## src/design/clip_pkg.sv

```systemverilog
`default_nettype none
// ----------------------------------------------------------------------------
// clip_pkg
// Types and codes shared by the C integer literal parser modules.
// ----------------------------------------------------------------------------
package clip_pkg;

  localparam int unsigned MAG_BITS = 64;

  typedef struct packed {
    logic [7:0] character;
    logic       has_char;
    logic       last;
  } clip_in_t;

  typedef struct packed {
    logic [MAG_BITS-1:0] magnitude;
    logic                is_negative;
    logic [2:0]          error_code;
  } clip_out_t;

  typedef enum logic [4:0] {
    PH_START  = 5'b00001,
    PH_SIGN   = 5'b00010,
    PH_ZERO   = 5'b00100,
    PH_DIGITS = 5'b01000,
    PH_SUFFIX = 5'b10000
  } phase_t;

  typedef enum logic [1:0] {
    RX_DEC = 2'd0,
    RX_HEX = 2'd1,
    RX_BIN = 2'd2
  } radix_t;

  typedef enum logic [2:0] {
    ER_NONE   = 3'd0,
    ER_EMPTY  = 3'd1,
    ER_SIGN   = 3'd2,
    ER_FLOAT  = 3'd3,
    ER_NODIG  = 3'd4,
    ER_SUFFIX = 3'd5
  } err_t;

  typedef struct packed {
    phase_t phase;
    radix_t radix;
    logic   minus_seen;
    logic   digit_seen;
    err_t   sticky_error;
  } clip_state_t;

  localparam clip_state_t STATE_RESET = '{
    phase:        PH_START,
    radix:        RX_DEC,
    minus_seen:   1'b0,
    digit_seen:   1'b0,
    sticky_error: ER_NONE
  };

endpackage
`default_nettype wire

```

## src/design/clip_step.sv

```systemverilog
`default_nettype none
// ----------------------------------------------------------------------------
// clip_step
// One character of literal text: next parser state, accumulator and result.
// ----------------------------------------------------------------------------
module clip_step
  import clip_pkg::*;
#(
  parameter int unsigned VALUE_BITS = 64
) (
  input  clip_state_t           st,
  input  logic [VALUE_BITS-1:0] acc,
  input  clip_in_t              item,
  output clip_state_t           st_next,
  output logic [VALUE_BITS-1:0] acc_next,
  output clip_out_t             result
);

  logic [7:0]            c;
  logic                  dig_ok;
  logic [3:0]            dig;
  logic [VALUE_BITS-1:0] acc_shift;
  logic [VALUE_BITS-1:0] acc_dig;
  logic                  is_sfx;
  logic                  is_flt;
  clip_state_t           st_dp;
  logic [VALUE_BITS-1:0] acc_dp;
  clip_state_t           st_c;
  logic [VALUE_BITS-1:0] acc_c;
  err_t                  err;

  assign c = item.character;

  always_comb begin
    dig_ok = 1'b0;
    dig    = 4'd0;
    if (st.radix == RX_BIN) begin
      dig_ok = (c == "0") || (c == "1");
      dig    = c[3:0];
    end else if (c inside {["0":"9"]}) begin
      dig_ok = 1'b1;
      dig    = c[3:0];
    end else if (st.radix == RX_HEX && (c inside {["a":"f"], ["A":"F"]})) begin
      dig_ok = 1'b1;
      dig    = c[3:0] + 4'd9;
    end
  end

  assign is_sfx = c inside {"u", "U", "l", "L", "w", "W"};
  assign is_flt = c inside {".", "e", "E", "p", "P"};

  always_comb begin
    case (st.radix)
      RX_HEX:  acc_shift = acc << 4;
      RX_BIN:  acc_shift = acc << 1;
      default: acc_shift = (acc << 3) + (acc << 1);
    endcase
  end

  assign acc_dig = acc_shift + VALUE_BITS'(dig);

  // digit-phase handling, phase field left for the caller
  always_comb begin
    st_dp  = st;
    acc_dp = acc;
    if (c != "'") begin
      if (dig_ok) begin
        acc_dp           = acc_dig;
        st_dp.digit_seen = 1'b1;
      end else if (is_flt) begin
        st_dp.sticky_error = ER_FLOAT;
      end else if (!st.digit_seen) begin
        st_dp.sticky_error = ER_NODIG;
      end else if (is_sfx) begin
        st_dp.phase = PH_SUFFIX;
      end else begin
        st_dp.sticky_error = ER_SUFFIX;
      end
    end
  end

  always_comb begin
    st_c  = st;
    acc_c = acc;
    if (item.has_char && st.sticky_error == ER_NONE) begin
      case (st.phase)
        PH_START, PH_SIGN: begin
          if (st.phase == PH_START && (c == "+" || c == "-")) begin
            st_c.minus_seen = (c == "-");
            st_c.phase      = PH_SIGN;
          end else if (c == "0") begin
            st_c.phase      = PH_ZERO;
            st_c.digit_seen = 1'b1;
            acc_c           = '0;
          end else begin
            st_c = st_dp;
            if (st_dp.phase != PH_SUFFIX) st_c.phase = PH_DIGITS;
            acc_c = acc_dp;
          end
        end
        PH_ZERO: begin
          if (c == "x" || c == "X") begin
            st_c.phase      = PH_DIGITS;
            st_c.radix      = RX_HEX;
            st_c.digit_seen = 1'b0;
          end else if (c == "b" || c == "B") begin
            st_c.phase      = PH_DIGITS;
            st_c.radix      = RX_BIN;
            st_c.digit_seen = 1'b0;
          end else begin
            st_c = st_dp;
            if (st_dp.phase != PH_SUFFIX) st_c.phase = PH_DIGITS;
            acc_c = acc_dp;
          end
        end
        PH_DIGITS: begin
          st_c  = st_dp;
          acc_c = acc_dp;
        end
        default: begin
          if (!is_sfx) st_c.sticky_error = ER_SUFFIX;
        end
      endcase
    end
  end

  always_comb begin
    err = st_c.sticky_error;
    if (err == ER_NONE) begin
      if (st_c.phase == PH_START) begin
        err = ER_EMPTY;
      end else if (st_c.phase == PH_SIGN) begin
        err = ER_SIGN;
      end else if (st_c.phase == PH_DIGITS && !st_c.digit_seen) begin
        err = ER_NODIG;
      end
    end
  end

  always_comb begin
    result.error_code  = err;
    result.magnitude   = '0;
    result.is_negative = 1'b0;
    if (err == ER_NONE) begin
      result.magnitude   = MAG_BITS'(acc_c);
      result.is_negative = st_c.minus_seen && (acc_c != '0);
    end
  end

  always_comb begin
    if (item.last) begin
      st_next  = STATE_RESET;
      acc_next = '0;
    end else begin
      st_next  = st_c;
      acc_next = acc_c;
    end
  end

endmodule
`default_nettype wire

```

## src/design/c_integer_literal_parser.sv

```systemverilog
`default_nettype none
// ----------------------------------------------------------------------------
// c_integer_literal_parser
// Parses a C integer literal streamed one character per item.
// ----------------------------------------------------------------------------
// Takes one character per cycle, with has_char and last flags. Sign, 0x/0b
// prefix, apostrophe separators and u/l/w suffixes are handled; the value
// wraps modulo 2^VALUE_BITS. The item marked last yields one result: magnitude,
// sign and the first error found. The item passes the input register, then the
// result register, before the result is valid. One item is accepted every cycle
// through the combinational accumulate step (shift plus add of the VALUE_BITS-bit
// value); the input stalls only while a last item waits behind a result that
// has not been taken yet.
module c_integer_literal_parser
  import clip_pkg::*;
#(
  parameter int unsigned VALUE_BITS = 64
) (
  input  logic      clk,
  input  logic      rst,
  input  logic      item_valid,
  output logic      item_ready,
  input  clip_in_t  item,
  output logic      result_valid,
  input  logic      result_ready,
  output clip_out_t result
);

  logic                  iv;
  clip_in_t              item_q;
  logic                  advance;
  clip_state_t           st;
  clip_state_t           st_next;
  logic [VALUE_BITS-1:0] acc;
  logic [VALUE_BITS-1:0] acc_next;
  clip_out_t             res_next;

  assign advance    = iv && (!item_q.last || !result_valid || result_ready);
  assign item_ready = !iv || advance;

  clip_step #(
    .VALUE_BITS(VALUE_BITS)
  ) u_step (
    .st       (st),
    .acc      (acc),
    .item     (item_q),
    .st_next  (st_next),
    .acc_next (acc_next),
    .result   (res_next)
  );

  always_ff @(posedge clk) begin
    if (rst) begin
      iv <= 1'b0;
    end else if (item_ready) begin
      iv <= item_valid;
    end
    if (item_ready && item_valid) begin
      item_q <= item;
    end
  end

  always_ff @(posedge clk) begin
    if (rst) begin
      st  <= STATE_RESET;
      acc <= '0;
    end else if (advance) begin
      st  <= st_next;
      acc <= acc_next;
    end
  end

  always_ff @(posedge clk) begin
    if (rst) begin
      result_valid <= 1'b0;
    end else if (advance && item_q.last) begin
      result_valid <= 1'b1;
    end else if (result_ready) begin
      result_valid <= 1'b0;
    end
    if (advance && item_q.last) begin
      result <= res_next;
    end
  end

endmodule
`default_nettype wire
```

## config.mk

```make
export PLATFORM = sky130hd
export DESIGN_NAME = c_integer_literal_parser
export DESIGN_NICKNAME = d
export VERILOG_FILES = /design/src/design/clip_pkg.sv /design/src/design/clip_step.sv /design/src/design/c_integer_literal_parser.sv
export SDC_FILE = /design/constraint.sdc
export NUM_CORES = 1
export LEC_CHECK = 0
export BUFFER_PORTS_ARGS = -buffer_cell sky130_fd_sc_hd__buf_2
export CORE_UTILIZATION = 50
export DETAILED_ROUTE_END_ITERATION = 10
export PLACE_DENSITY = 0.68
export SETUP_SLACK_MARGIN = 0.02
export SLEW_MARGIN = 20
export SYNTH_ARGS = -nofsm -noshare
export SYNTH_HDL_FRONTEND = slang
export SYNTH_SLANG_ARGS = --single-unit
```

## constraint.sdc

```tcl
create_clock -name clk -period 18.54 [get_ports clk]
set_clock_uncertainty 0.2 [all_clocks]
set_input_delay 2.781 -clock clk [delete_from_list [all_inputs] [get_ports clk]]
set_output_delay 2.781 -clock clk [all_outputs]
set_load 0.1 [all_outputs]
```

==> results.md <==
- Run status: finished clean
- CP max stage cell: nor2b_1
- Vias in the first global route: between 10000 and 15000
- Sequential fraction of the synthesis area: between 20% and 30%
- Number of antenna violations at the first check in global routing: 0
- Switching power: 212 uW
- DR top layer: met4
- Area grow syn2layout: 8.21%
- Global-route wire length before repair: 71000 microns
- Core area: around 27000 sq um
- Final #Nets: 1890
- Clock-pin slew on the worst setup and hold paths: 0.06 ns
- P_leak: 5.55 nW
- Initial core utilization: 51.5%
- Post-synth top flop: edfxtp_1
- Total grt overflow: 0
- Clock root buffer master: clkbuf_16
- Post-synth EDFFs: 78
- Setup Crit Path Kind: in -> out
- Die footprint: ~29000 sq um
- Worst skew pair latency: 0.44 ns
- Die width: 170 microns
- CP Max Fanout: 4
- Yosys reg bits: 156
- Final instance area: 15200 sq um
- Pwr Density: between 50 and 60 nW/um^2
- Flop pwr share: around 47%
- H-tree levels: 4
- Fin. max-slew vios: 0
- Max Buffers Root-to-Sink: 2
- Max IR drop VDD: 64.8 uV
- Mapped Nets: 1878
- Gr usage total: 31.3%
- Post-DP HPWL: 33000 microns
- DRC: 0
- CP cell instances: buf_2, nor2b_1, nand3_1, buf_2
- F_max: ~0.15 GHz
- IO Port Bufs: 83
- Area contributors post-synth: edfxtp_1 17%, dfxtp_1 11%, nor2_1 7.1%
- Final Hold Fails: 0
- Avg Cell Area, Syn: 7.83 sq um
- Routed len/inst: a little over 20 microns
- Startpoint class of the critical path: primary input
- CP peak stage delay: 0.33 ns
- TritonCTS clock tree: done
- Final wirelength: 45500 microns
- Ports: between 80 and 90
- Cell Area, Placed: approximately 15000 sq um
- CTS sink cnt: 156
- Yosys warning total: 0
- Sw Share: 26.9%
- CTS Buf Count: 17
- Filler instances: 2527
- Tmin final: 6.66 ns
- Hold/Removal Path Class: reg -> reg
- Synth Cell Area: 14000 sq um
- Largest net degree at the start of global routing: ~80
- Area leader, netlist: edfxtp_1
- Final Util: roughly 56%
- Worst-margin pin slew: 1.08 ns
- Internal power: just under 600 uW
- Critical path required time: around 16 ns
- Worst endpoint data arrival time: 3.68 ns
- Via density: 6.67
- Async S/R FF share, synth: 0%
- Final period util: between 30% and 40%
- Most frequent cells in the layout: 262 x nor2_1, 159 x nand2_1, 153 x a21oi_1, 88 x o21ai_0, 83 x buf_2
- Diode count: 0
- Gate count of the mapped netlist: ~1800
- Met3 Wirelength: 4500 microns
- CTS Hold Buffers Added: 0
- Via count: 14600
- Commonest non-fill, non-tap cell in the layout: nor2_1
- DR iter-0 viols: 2014
- Gpl congestion: 0.951
- WL met2: between 15000 and 20000 microns
- Postcts setup bufs: 0
- M1 WL: 20700 microns
- Number of setup violations in the final report: 0
- Clock power frac: 44.2%
- Yosys cell types: 103
- Yosys top cell area share: around 17%
- Initial DRT Pass Iterations: 6
- Logic pwr share: 9.0%
- Die Span Y: 170 microns
- Max Cap Viol: 0
- Share of cells above drive strength 1: 10.7%
- RSZ-0062 raised after global routing: false
- Crit-path most repeated cell: buf_2
- Final TNS setup: 0 ns
- PostCTS Resize Cnt: 0
- ANT nets after route: 0
- Crit end category: primary output
- Std-Cell Rows: 60
- Slew Limit Headroom: between 20% and 30%
-- cells by family after synthesis --
family / share of synthesized area [%]
adder cells (fa/ha/maj): 6.43
multiplexers: 0.650
buffers and inverters: 3.95
XOR/XNOR: 4.86
AO/OA/AOI/OAI: 29.7
flip-flops: 27.8
AND/OR/NAND/NOR: 26.7
-- Yosys cell counts (12+ instances only) --
| cell | count |
|---|---|
| a211oi_1 | 15 |
| a21o_1 | 30 |
| a21oi_1 | 153 |
| a221o_1 | 17 |
| a221oi_1 | 35 |
| a22oi_1 | 73 |
| a31oi_1 | 12 |
| and2_1 | 15 |
| and4_1 | 16 |
| buf_1 | 15 |
| buf_2 | 17 |
| clkbuf_1 | 65 |
| dfxtp_1 | 78 |
| edfxtp_1 | 78 |
| ha_1 | 69 |
| inv_1 | 36 |
| nand2_1 | 160 |
| nand3_1 | 49 |
| nand4_1 | 29 |
| nor2_1 | 264 |
| nor2b_1 | 31 |
| nor3_1 | 58 |
| nor4_1 | 16 |
| o211ai_1 | 18 |
| o21a_1 | 16 |
| o21ai_0 | 88 |
| o21ai_1 | 12 |
| o21bai_1 | 14 |
| or3_1 | 17 |
| xnor2_1 | 41 |
| xor2_1 | 37 |
-- power by group through the flow --
stage,clock network (mW),logic [mW],registers [mW]
after floorplan,0,0.0338,0.396
after global placement,0,0.0695,0.377
after detailed placement,0,0.0704,0.377
after CTS,0.350,0.0702,0.369
after global routing,0.365,0.0750,0.370
final,0.348,0.0711,0.369
-- critical path: cells and delay by family --
kind                   cells  cell delay (ns)
and+or+nand+nor            2             0.48
buffers and inverters      2             0.42
-- final timing paths --
path           endpoint    startpoint  slack (ns)  cells after the start
max          item_ready  result_ready       11.88                      4
min             acc[63]       acc[63]        0.30                      2
max reg2reg   result[3]     item_q[3]       12.04                     24
min reg2reg     acc[63]       acc[63]        0.30                      2
-- registers in the layout, summed over array words and instances, names as in the netlist --
signal	cells
acc	64
item_q	10
iv	1
result	68
result_valid	1
st	12
-- layer usage --
metal / GRT usage [%] / vias to the layer above
met5: 0 / -
met4: 8.77 / 0
met3: 5.67 / 85
met2: 46.0 / 740
met1: 46.2 / 6964
li1: - / 6827
-- through the flow --
| stage | setup WS, ns | power (mW) | cells | hold slack (ns) |
|---|---|---|---|---|
| after CTS | 11.85 | 0.790 | 2190 | 0.292 |
| after global placement | 11.85 | 0.446 | 2158 | 0.268 |
| after global routing | 11.59 | 0.810 | 2190 | 0.313 |
| final | 11.88 | 0.789 | 2190 | 0.296 |
| after floorplan | 11.68 | 0.430 | 1793 | 0.254 |
| after detailed placement | 11.86 | 0.447 | 2158 | 0.276 |
-- final cells by class --
cell class	instances	area [sq um]	share of cell area, %
clock buffers	19	433	2.85
repair buffers	94	498	3.28
well taps	372	465	3.06
flip-flops and latches	156	3900	25.7
clock inverters	13	145	0.955
multi-input cells	1499	9620	63.3
inverters	37	139	0.914
(Power assumes the default switching activity.)
